[src/hdl/mbrx_pkg.sv]
// shared types, constants and the crc byte update for the modbus rtu receiver
`default_nettype none

package mbrx_pkg;

	localparam int MASK_W      = 15;
	localparam int CFG_IDX_W   = 2;
	localparam int FRAME_LEN_W = 7;

	localparam logic [CFG_IDX_W-1:0] CFG_TEMP_MASK = 2'd0;
	localparam logic [CFG_IDX_W-1:0] CFG_VOC_MASK  = 2'd1;
	localparam logic [CFG_IDX_W-1:0] CFG_CO2_MASK  = 2'd2;

	localparam logic [3:0]  NIB_TEMP      = 4'h3;
	localparam logic [3:0]  NIB_VOC       = 4'h5;
	localparam logic [3:0]  NIB_CO2       = 4'h4;
	localparam logic [7:0]  FUNC_READ_IN  = 8'd4;
	localparam logic [7:0]  FUNC_WRITE_MR = 8'd16;
	localparam logic [15:0] CRC_INIT      = 16'hFFFF;
	localparam logic [15:0] CRC_POLY      = 16'hA001;
	localparam int          MIN_CHECKED   = 6;

	typedef enum logic [2:0] {
		ST_STORED   = 3'd0,
		ST_IGNORED  = 3'd1,
		ST_ADDR_REJ = 3'd2,
		ST_FUNC_REJ = 3'd3,
		ST_DROPPED  = 3'd4,
		ST_OK       = 3'd5,
		ST_CRC_BAD  = 3'd6,
		ST_SHORT    = 3'd7
	} status_t;

	typedef struct packed {
		logic [MASK_W-1:0] temp;
		logic [MASK_W-1:0] voc;
		logic [MASK_W-1:0] co2;
	} masks_t;

	typedef struct packed {
		logic        in_sync;
		logic [15:0] crc;
		logic [7:0]  recent0;
		logic [7:0]  recent1;
		logic [7:0]  slave_address;
		logic [7:0]  function_code;
	} state_t;

	function automatic logic [15:0] crc_feed(input logic [15:0] crc, input logic [7:0] b);
		logic [15:0] c;
		c = crc ^ {8'h00, b};
		for (int k = 0; k < 8; k++) begin
			if (c[0]) begin
				c = (c >> 1) ^ CRC_POLY;
			end else begin
				c = c >> 1;
			end
		end
		return c;
	endfunction

endpackage

`default_nettype wire

[src/hdl/modbus_rtu_frame_receiver.sv]
// top level of the modbus rtu frame receiver: input register, frame state, result register
//
// One event (a received byte or an inter-frame gap) is accepted per clock cycle while
// req_stall is low, and its single result reaches the outputs by way of the input register
// and the result register: the event sits first in the input register, then the frame decode and the CRC-16 byte
// update are done in one pass and written to the result register together with the
// frame state. A result that is held by rsp_stall blocks at most one further event
// in the input register.
// The sensor masks are to be written through the cfg port only while no event is
// in flight (not enforced by the block); no read-back, no clearing pass after reset.
`default_nettype none

module modbus_rtu_frame_receiver #(
	parameter int MAX_FRAME_BYTES = 64
) (
	input  wire logic                              clk,
	input  wire logic                              arst_n,
	input  wire logic                              cfg_we,
	input  wire logic [mbrx_pkg::CFG_IDX_W-1:0]    cfg_index,
	input  wire logic [mbrx_pkg::MASK_W-1:0]       cfg_wdata,
	input  wire logic                              req_valid,
	output logic                                   req_stall,
	input  wire logic                              req_type,
	input  wire logic [7:0]                        data_byte,
	output logic                                   rsp_valid,
	input  wire logic                              rsp_stall,
	output logic [2:0]                             status,
	output logic [7:0]                             frame_address,
	output logic [7:0]                             frame_function,
	output logic [mbrx_pkg::FRAME_LEN_W-1:0]       frame_length
);
	import mbrx_pkg::*;

	localparam int CNT_W = $clog2(MAX_FRAME_BYTES + 1);

	masks_t            masks_q;
	state_t            state_q;
	logic [CNT_W-1:0]  count_q;

	logic              valid_s1;
	logic              req_type_s1;
	logic [7:0]        data_byte_s1;

	logic              valid_s2;
	status_t           status_s2;
	logic [7:0]        address_s2;
	logic [7:0]        function_s2;
	logic [CNT_W-1:0]  len_s2;

	state_t            nxt_state;
	logic [CNT_W-1:0]  nxt_count;
	status_t           nxt_status;
	logic [CNT_W-1:0]  nxt_len;

	logic              s2_free;
	logic              advance;
	logic              req_accept;

	assign s2_free    = !valid_s2 || !rsp_stall;
	assign advance    = valid_s1 && s2_free;
	assign req_stall  = valid_s1 && !s2_free;
	assign req_accept = req_valid && !req_stall;

	always_ff @(posedge clk or negedge arst_n) begin
		if (!arst_n) begin
			masks_q <= '0;
		end else if (cfg_we) begin
			unique case (cfg_index)
				CFG_TEMP_MASK: masks_q.temp <= cfg_wdata;
				CFG_VOC_MASK:  masks_q.voc  <= cfg_wdata;
				CFG_CO2_MASK:  masks_q.co2  <= cfg_wdata;
				default: ;
			endcase
		end
	end

	always_ff @(posedge clk or negedge arst_n) begin
		if (!arst_n) begin
			valid_s1 <= 1'b0;
		end else if (req_accept) begin
			valid_s1 <= 1'b1;
		end else if (advance) begin
			valid_s1 <= 1'b0;
		end
	end

	always_ff @(posedge clk) begin
		if (req_accept) begin
			req_type_s1  <= req_type;
			data_byte_s1 <= data_byte;
		end
	end

	mbrx_frame_logic #(
		.MAX_FRAME_BYTES (MAX_FRAME_BYTES),
		.CNT_W           (CNT_W)
	) u_frame_logic (
		.req_type  (req_type_s1),
		.data_byte (data_byte_s1),
		.masks     (masks_q),
		.cur       (state_q),
		.cur_count (count_q),
		.nxt       (nxt_state),
		.nxt_count (nxt_count),
		.status    (nxt_status),
		.len       (nxt_len)
	);

	always_ff @(posedge clk or negedge arst_n) begin
		if (!arst_n) begin
			state_q.in_sync       <= 1'b0;
			state_q.crc           <= CRC_INIT;
			state_q.recent0       <= 8'h00;
			state_q.recent1       <= 8'h00;
			state_q.slave_address <= 8'h00;
			state_q.function_code <= 8'h00;
			count_q               <= '0;
		end else if (advance) begin
			state_q <= nxt_state;
			count_q <= nxt_count;
		end
	end

	always_ff @(posedge clk or negedge arst_n) begin
		if (!arst_n) begin
			valid_s2 <= 1'b0;
		end else if (s2_free) begin
			valid_s2 <= valid_s1;
		end
	end

	always_ff @(posedge clk) begin
		if (advance) begin
			status_s2   <= nxt_status;
			address_s2  <= nxt_state.slave_address;
			function_s2 <= nxt_state.function_code;
			len_s2      <= nxt_len;
		end
	end

	assign rsp_valid      = valid_s2;
	assign status         = status_s2;
	assign frame_address  = address_s2;
	assign frame_function = function_s2;
	assign frame_length   = FRAME_LEN_W'(len_s2);

	// a rejected address or function drops sync and restarts the frame
	assert property (@(posedge clk) disable iff (!arst_n)
		(advance && (nxt_status == ST_ADDR_REJ || nxt_status == ST_FUNC_REJ))
		|=> (!state_q.in_sync && count_q == '0))
		else $error("reject did not drop sync");

	// a gap always resyncs and reloads the crc
	assert property (@(posedge clk) disable iff (!arst_n)
		(advance && req_type_s1)
		|=> (state_q.in_sync && count_q == '0 && state_q.crc == CRC_INIT))
		else $error("gap did not restart the frame");

	assert property (@(posedge clk) disable iff (!arst_n)
		count_q <= CNT_W'(MAX_FRAME_BYTES))
		else $error("byte count beyond frame length");

	// ignored or dropped bytes leave the frame state alone
	assert property (@(posedge clk) disable iff (!arst_n)
		(advance && (nxt_status == ST_IGNORED || nxt_status == ST_DROPPED))
		|=> ($stable(count_q) && $stable(state_q)))
		else $error("ignored byte changed frame state");

endmodule

`default_nettype wire

[src/hdl/mbrx_frame_logic.sv]
// per-event frame decode: sync, address and function checks, crc and count update
`default_nettype none

module mbrx_frame_logic #(
	parameter int MAX_FRAME_BYTES = 64,
	parameter int CNT_W           = 7
) (
	input  wire logic               req_type,
	input  wire logic [7:0]         data_byte,
	input  wire mbrx_pkg::masks_t   masks,
	input  wire mbrx_pkg::state_t   cur,
	input  wire logic [CNT_W-1:0]   cur_count,
	output mbrx_pkg::state_t        nxt,
	output logic [CNT_W-1:0]        nxt_count,
	output mbrx_pkg::status_t       status,
	output logic [CNT_W-1:0]        len
);
	import mbrx_pkg::*;

	function automatic logic mask_hit(input logic [7:0] a, input logic [3:0] nib,
			input logic [MASK_W-1:0] mask);
		logic hit;
		hit = 1'b0;
		if (a[7:4] == nib && a[3:0] != 4'd0) begin
			hit = mask[a[3:0] - 4'd1];
		end
		return hit;
	endfunction

	logic        addr_ok;
	logic        func_ok;
	logic [15:0] got_crc;

	assign addr_ok = mask_hit(data_byte, NIB_TEMP, masks.temp) ||
	                 mask_hit(data_byte, NIB_VOC, masks.voc) ||
	                 mask_hit(data_byte, NIB_CO2, masks.co2);
	assign func_ok = (data_byte == FUNC_READ_IN) || (data_byte == FUNC_WRITE_MR);
	assign got_crc = {cur.recent1, cur.recent0};

	always_comb begin
		nxt       = cur;
		nxt_count = cur_count;
		status    = ST_STORED;
		len       = cur_count;
		priority if (req_type) begin
			if (cur_count > CNT_W'(MIN_CHECKED)) begin
				status = (got_crc == cur.crc) ? ST_OK : ST_CRC_BAD;
			end else begin
				status = ST_SHORT;
			end
			nxt.in_sync = 1'b1;
			nxt.crc     = CRC_INIT;
			nxt.recent0 = 8'h00;
			nxt.recent1 = 8'h00;
			nxt_count   = '0;
		end else if (!cur.in_sync) begin
			status = ST_IGNORED;
		end else if (cur_count >= CNT_W'(MAX_FRAME_BYTES)) begin
			status = ST_DROPPED;
		end else begin
			if (cur_count == CNT_W'(0)) begin
				if (addr_ok) begin
					nxt.slave_address = data_byte;
				end else begin
					status = ST_ADDR_REJ;
				end
			end else if (cur_count == CNT_W'(1)) begin
				if (func_ok) begin
					nxt.function_code = data_byte;
				end else begin
					status = ST_FUNC_REJ;
				end
			end
			if (status == ST_STORED) begin
				if (cur_count >= CNT_W'(2)) begin
					nxt.crc = crc_feed(cur.crc, cur.recent0);
				end
				nxt.recent0 = cur.recent1;
				nxt.recent1 = data_byte;
				nxt_count   = cur_count + CNT_W'(1);
			end else begin
				nxt.in_sync = 1'b0;
				nxt.crc     = CRC_INIT;
				nxt.recent0 = 8'h00;
				nxt.recent1 = 8'h00;
				nxt_count   = '0;
			end
			len = nxt_count;
		end
	end

endmodule

`default_nettype wire

[config.mk]
export PLATFORM = sky130hd
export DESIGN_NAME = modbus_rtu_frame_receiver
export DESIGN_NICKNAME = d
export VERILOG_FILES = /design/src/hdl/mbrx_pkg.sv /design/src/hdl/modbus_rtu_frame_receiver.sv /design/src/hdl/mbrx_frame_logic.sv
export SDC_FILE = /design/constraint.sdc
export NUM_CORES = 1
export LEC_CHECK = 0
export ABC_CLOCK_PERIOD_IN_PS = 3500
export BUFFER_PORTS_ARGS = -buffer_cell sky130_fd_sc_hd__buf_2
export CORE_UTILIZATION = 59
export DETAILED_ROUTE_END_ITERATION = 12
export PLACE_DENSITY = 0.77
export SYNTH_ARGS = -nofsm -noshare
export SYNTH_HDL_FRONTEND = slang
export SYNTH_SLANG_ARGS = --single-unit
[constraint.sdc]
create_clock -name clk -period 3.5 [get_ports clk]
set_clock_uncertainty 0.05 [all_clocks]
set_input_delay 0.175 -clock clk [delete_from_list [all_inputs] [get_ports clk]]
set_output_delay 0.175 -clock clk [all_outputs]
set_load 0.05 [all_outputs]
==> results of run 1 <==
## flip-flops by register name, indices dropped and copies added (netlist names), 3 cells and up
register	cells
state_q	49
data_byte_s1	8
frame_length	7
frame_function	8
frame_address	8
status	3
count_q	7
masks_q	45
## cell usage after synthesis (3+ instances only)
| library cell | count |
|---|---|
| nand4_1 | 4 |
| mux2i_1 | 12 |
| nor4_1 | 6 |
| xor2_1 | 7 |
| or3_1 | 6 |
| a22o_1 | 18 |
| mux4_1 | 3 |
| dfrtp_1 | 87 |
| clkbuf_1 | 18 |
| o21ai_0 | 11 |
| nand3_1 | 11 |
| mux2_2 | 69 |
| and2_1 | 7 |
| nand3b_1 | 3 |
| inv_1 | 18 |
| edfxtp_1 | 35 |
| buf_2 | 3 |
| buf_4 | 3 |
| nand2b_1 | 6 |
| dfstp_2 | 16 |
| nand2_1 | 38 |
| a31oi_1 | 8 |
| nor2b_1 | 9 |
| xnor2_1 | 21 |
| nor2_1 | 13 |
| nor3_1 | 9 |
| a21oi_1 | 11 |
| ha_1 | 10 |
| buf_6 | 3 |
| mux4_2 | 4 |
## where the power goes
| part | internal [uW] | switching [uW] |
|---|---|---|
| sequential | 2040 | 246 |
| combinational | 834 | 972 |
| clock | 1010 | 630 |
| total | 3890 | 1850 |
## metal layers
metal	up-vias	routed length [um]	track usage
met5	-	0	0
met4	0	303	0.114
met3	25	638	0.0626
met2	123	7330	0.449
met1	2218	5650	0.324
li1	2011	-	-
## logic make-up (layout without fill, tap and decap cells)
family,count (synthesis),count (layout),share of synthesized area
adder cells (fa/ha/maj),10,10,0.0192
flip-flops,138,138,0.560
AND/OR/NAND/NOR,122,122,0.0981
buffers and inverters,45,150,0.0317
AO/OA/AOI/OAI,68,68,0.0781
multiplexers,90,90,0.168
XOR/XNOR,30,30,0.0453
## cells in the final DEF, fill, tap and decap left out, types with 9 or more instances in the layout
cell / n
a21oi_1: 11
a22o_1: 18
buf_2: 57
buf_4: 15
clkbuf_16: 16
dfrtp_1: 87
dfstp_2: 16
dlygate4sd3_1: 28
edfxtp_1: 35
ha_1: 10
inv_1: 18
mux2_2: 69
mux2i_1: 12
nand2_1: 38
nand3_1: 11
nor2_1: 13
nor2b_1: 9
nor3_1: 9
o21ai_0: 10
xnor2_1: 21
## repair_timing
item                                    in CTS  in global routing
hold buffers                                28                  0
buffers inserted                             0                  0
gates resized for setup                      0                  2
endpoints found under the setup margin       0                  7
hold endpoints to repair                   114                  0
## final timing paths
check | to | slack, ns | cells past startpoint
max in group asynchronous | masks_q[30]$_DFFE_PN0P_ | 2.31 | 3
worst min register to register | state_q[36]$_DFFE_PN1P_ | 0.43 | 2
min in group asynchronous | state_q[27]$_DFFE_PN0P_ | 0.28 | 2
worst max register to register | frame_length[2]$_DFFE_PP_ | 0.12 | 11
worst min-delay path | masks_q[33]$_DFFE_PN0P_ | 0.16 | 3
worst max-delay path | frame_length[2]$_DFFE_PP_ | 0.12 | 11
## per-stage QoR
stage / setup WS, ns / std cells
4_1_cts: 0.0626 / 748
3_3_place_gp: 0.212 / 688
2_1_floorplan: 0.348 / 503
6_report: 0.120 / 748
3_5_place_dp: 0.0959 / 688
5_1_grt: 0.000177 / 748
## worst min-delay path: stages
cell,delay (ns)
buf_2,0.10
nor3b_2,0.17
mux2_2,0.27
## area by class of cell
cell class / count / share of cell area
tap: 140 / 0.0225
timing repair buffer: 100 / 0.0871
multi-input combinational: 320 / 0.344
clock buffer: 20 / 0.0559
sequential: 138 / 0.469
inverter: 18 / 0.00868
clock inverter: 12 / 0.0135
==> impl_metrics.json, run 1 <==
{
  "outcome": "complete, no violations",
  "cap_violations": 0,
  "crit_path_top_delay_cell": "mux4_1",
  "num_vias": 4377,
  "antenna_left": 0,
  "ys_types": 56,
  "period_share": 0.966,
  "synthCells": 503,
  "crit_buf_inv": 2,
  "fp.dieH_um": 107,
  "synthToLayoutAreaGrowth_pct": 19.4,
  "cp_slowest_stage_delay_ns": 0.60,
  "root_buffer": "clkbuf_8",
  "whs_ns": 0.165,
  "synth_nets": 544,
  "min_path_type": "primary input to flop",
  "total_power_uw": 5740,
  "cts_tree": "built",
  "antennaDiodeCount": 0,
  "p_per_area_nw_per_um2": 737,
  "max-vdd-ir-drop_mv": 0.481,
  "start_util": 0.604,
  "cts-buffers-inserted": 17,
  "finish.net_count": 636,
  "cp_max_fo": 9,
  "grt_usage": 0.265,
  "overflow": 0,
  "syn_area_per_cell_um2": 13.0,
  "clk_pin_slew_worst_paths_ns": 0.06,
  "cts_max_path_buffers": 2,
  "grt_max_degree": 77,
  "cp.arrival_ns": 3.61,
  "netlist_area_um2": 6520,
  "hold_viol_final": 0,
  "cts_num_sinks": 138,
  "p_leak_uw": 0.00347,
  "antenna_found_initial": 0,
  "ys_seq_area_frac": 0.560,
  "avgRoutedWirePerCell_um": 18.6,
  "crit_path_end_kind": "flop",
  "grt_setup_unrepaired": "no",
  "ys.flop_type": "dfrtp_1",
  "worst_slew_pin_slew_ns": 1.30,
  "grt_pass1_vias": 4431,
  "slew-limit-headroom": 0.131,
  "dieArea_um2": 11500,
  "fmaxAchievable_mhz": 296,
  "crit_required_ns": 3.73,
  "slew_violations": 0,
  "htreeDepth": 4,
  "synthTopCellsByArea": "dfrtp_1, edfxtp_1, mux2_2",
  "yosysTopAreaCell": "dfrtp_1",
  "cp-startpoint": "data_byte_s1[0]$_DFFE_PP_",
  "final_layout_size_suffix_gt1_frac": 0.331,
  "wl_mm": 13.9,
  "core_um2": 10800,
  "drt-initial-drc-count": 215,
  "hold_start": "cfg_index[0]",
  "vias_per_cell": 5.85,
  "dr.pass1.iters": 6,
  "crit_type": "flop to flop",
  "synth_edf_count": 35,
  "worstSetupStartpointType": "flop",
  "nFillCells": 706,
  "rows": 38,
  "synth-async-reset-ratio": 0.746,
  "ys_warn_count": 0,
  "multi_input_area_um2": 2680,
  "design_area_um2": 7790,
  "gp_congestion": 0.866,
  "worstReg2RegStart": "data_byte_s1[0]$_DFFE_PP_",
  "placed_area_um2": 6960,
  "final_util": 0.722,
  "synth_seq_cells": 138,
  "chipWidth_um": 107,
  "finalCriticalPeriod_ns": 3.38,
  "worstPathCellList": "inv_1, ha_1, xor2_4, mux4_1, mux2_2, a21oi_2, nand4_2, o21ai_4, buf_4, o21ai_0, o2bb2ai_1",
  "port-buffer-count": 58,
  "fin_tns_setup_ns": 0,
  "seq_area_um2": 3650,
  "boundaryPins": 59,
  "path_delay_family": "multiplexers",
  "synth_top_area_frac": 0.334,
  "clock_latency_ns": 0.54,
  "setup_viol": 0,
  "dpl.hpwl_mm": 9.07,
  "grt_pass1_wl_mm": 22.7,
  "drc": 0
}
(Power assumes the default switching activity.)
==> run 2, diff against run 1 <==
--- a/config.mk
+++ b/config.mk
@@ -7,7 +7,9 @@
 export LEC_CHECK = 0
 export ABC_CLOCK_PERIOD_IN_PS = 3500
 export BUFFER_PORTS_ARGS = -buffer_cell sky130_fd_sc_hd__buf_2
+export CORE_MARGIN = 2
 export CORE_UTILIZATION = 59
+export CTS_CLUSTER_DIAMETER = 100
 export DETAILED_ROUTE_END_ITERATION = 12
 export PLACE_DENSITY = 0.77
 export SYNTH_ARGS = -nofsm -noshare
==> constraint.sdc (replaced) <==
create_clock -name clk -period 3.5 [get_ports clk]
set_clock_uncertainty 0.05 [all_clocks]
set_input_delay 0.35 -clock clk [delete_from_list [all_inputs] [get_ports clk]]
set_output_delay 0.35 -clock clk [all_outputs]
set_load 0.05 [all_outputs]
==> impl_metrics.json, run 2 (synthesis results as in run 1) <==
{
  "final_util": 0.717,
  "fmaxAchievable_mhz": 300,
  "cts-buffers-inserted": 17,
  "rr_endpoint": "frame_length[2]$_DFFE_PP_",
  "antennaDiodeCount": 0,
  "num_vias": 4244,
  "synthToLayoutAreaGrowth_pct": 18.6,
  "reg_top3": "state_q: 49 flops, masks_q: 45 flops",
  "worstPathCellList": "inv_1, ha_1, xor2_4, mux4_1, mux2_2, a21oi_2, nand4_2, o21ai_4, buf_6, o21ai_0, o2bb2ai_1",
  "crit_required_ns": 3.72,
  "overflow": 0,
  "use_met3": 0.0699,
  "grtUsageMet1": 0.304,
  "core_um2": 10800,
  "htreeDepth": 4,
  "wl_mm": 13.3,
  "port-buffer-count": 58,
  "cts_tree": "built",
  "avgRoutedWirePerCell_um": 18.0,
  "final_common_cell": "dfrtp_1",
  "grt_setup_unrepaired": "no",
  "hold_start": "cfg_wdata[12]",
  "placed_cells": 693,
  "min_to": "masks_q[42]$_DFFE_PN0P_",
  "crit_path_end_kind": "flop",
  "setup_ws_ns": 0.164,
  "dpl.hpwl_mm": 9.04,
  "dr.pass1.iters": 5,
  "fp.dieH_um": 109,
  "p_per_area_nw_per_um2": 749,
  "root_buffer": "clkbuf_8",
  "outcome": "complete, no violations",
  "r2r_setup_slack_ns": 0.16,
  "dp_slack_ns": 0.0714,
  "rows": 38,
  "grt_pass1_vias": 4541,
  "antenna_found_initial": 0,
  "largest_reg_flops": 49,
  "gp_congestion": 0.881,
  "worstRegToRegCells": 11,
  "slew-limit-headroom": 0.460,
  "cap_violations": 0,
  "min_path_type": "primary input to flop",
  "nFillCells": 721,
  "total_power_uw": 5790,
  "cp_slowest_stage_delay_ns": 0.60,
  "worst_slew_pin_slew_ns": 0.807,
  "fin_tns_setup_ns": 0,
  "slew_violations": 0,
  "drc": 0,
  "worstSetupStartpointType": "flop",
  "finalCriticalPeriod_ns": 3.34,
  "grt-busiest-layer": "met2",
  "period_share": 0.953,
  "multi_input_area_um2": 2680,
  "grt_pass1_wl_mm": 22.3,
  "final_layout_size_suffix_gt1_frac": 0.350,
  "cp_max_fo": 26,
  "setup_viol": 0,
  "final_cells": 740,
  "regMostFlops": "state_q",
  "boundaryPins": 59,
  "whs_path_depth": 2,
  "cts_num_sinks": 138,
  "grt_usage": 0.248,
  "start_util": 0.604,
  "cts_max_path_buffers": 2,
  "p_leak_uw": 0.00345,
  "crit_type": "flop to flop",
  "finish.net_count": 628,
  "seq_area_um2": 3650,
  "drt-initial-drc-count": 230,
  "dieArea_um2": 11900,
  "use_met2": 0.414,
  "vias_per_cell": 5.74,
  "max-vdd-ir-drop_mv": 0.560,
  "clock_latency_ns": 0.53,
  "antenna_left": 0,
  "worstReg2RegStart": "data_byte_s1[1]$_DFFE_PP_",
  "crit_path_top_delay_cell": "mux4_1",
  "clk_pin_slew_worst_paths_ns": 0.06,
  "chipWidth_um": 109,
  "grt_max_degree": 65,
  "mostFrequentLayoutCells": "dfrtp_1, mux2_2, buf_2",
  "cp.arrival_ns": 3.56,
  "hold_viol_final": 0
}
[run 2: cell types whose count changed in the layout (fill, tap and decap cells not counted)]
cell,change
buf_4,+7
clkinv_2,-5
clkinv_4,+3
bufinv_16,+1
buf_6,+1
clkinvlp_4,+2
dlygate4sd3_1,-16
clkbuf_1,-1
[run 2: cell type report]
type | instances | share of cell area
clock inverter | 13 | 0.0196
sequential | 138 | 0.472
clock buffer | 19 | 0.0558
inverter | 18 | 0.00874
timing repair buffer | 92 | 0.0752
multi-input combinational | 320 | 0.346
tap | 140 | 0.0227
[run 2: worst max-delay path by stage]
stage / depth (start not counted) / start / endpoint / slack (ns)
floorplan: 12 / data_byte_s1[0]$_DFFE_PP_ / state_q[32]$_DFFE_PN1P_ / 0.35
global placement: 11 / data_byte_s1[1]$_DFFE_PP_ / frame_length[4]$_DFFE_PP_ / 0.21
detailed placement: 11 / data_byte_s1[1]$_DFFE_PP_ / frame_length[2]$_DFFE_PP_ / 0.07
CTS: 11 / data_byte_s1[1]$_DFFE_PP_ / frame_length[2]$_DFFE_PP_ / 0.05
global route: 11 / data_byte_s1[1]$_DFFE_PP_ / frame_length[2]$_DFFE_PP_ / 0.02
finish: 11 / data_byte_s1[1]$_DFFE_PP_ / frame_length[2]$_DFFE_PP_ / 0.16
[run 2: metrics by stage]
| step | hold WS [ns] | instance area, um^2 |
|---|---|---|
| after floorplan | 0.00441 | 6520 |
| after global placement | 0.402 | 7000 |
| after detailed placement | 0.420 | 7000 |
| after CTS | 0.00996 | 7700 |
| after global routing | 0.0123 | 7730 |
| final | 0.0349 | 7730 |
[run 2: power breakdown]
| group | switching [uW] | internal, uW | total (uW) |
|---|---|---|---|
| sequential | 246 | 2040 | 2290 |
| combinational | 922 | 828 | 1750 |
| clock | 659 | 1090 | 1750 |
[run 2: critical path, delay by kind of cell (launching register included)]
kind / cells / cell delay, ns
compound gates: 4 / 0.67
flops: 1 / 0.38
fa+ha+maj: 1 / 0.30
mux: 2 / 0.89
simple gates: 1 / 0.15
xor+xnor: 1 / 0.28
buf+inv: 2 / 0.35
[run 2: repair_timing]
action	in CTS	in global routing
hold endpoints to repair	62	0
buffers inserted	0	3
endpoints found under the setup margin	0	13
hold buffers	12	0
resized for setup	0	3
[run 2: routing by layer]
| layer | part of all wire | wire length [um] | vias to the layer above |
|---|---|---|---|
| li1 | - | - | 2005 |
| met1 | 0.42 | 5630 | 2085 |
| met2 | 0.51 | 6780 | 124 |
| met3 | 0.044 | 584 | 30 |
| met4 | 0.027 | 357 | 0 |
| met5 | 0 | 0 | - |
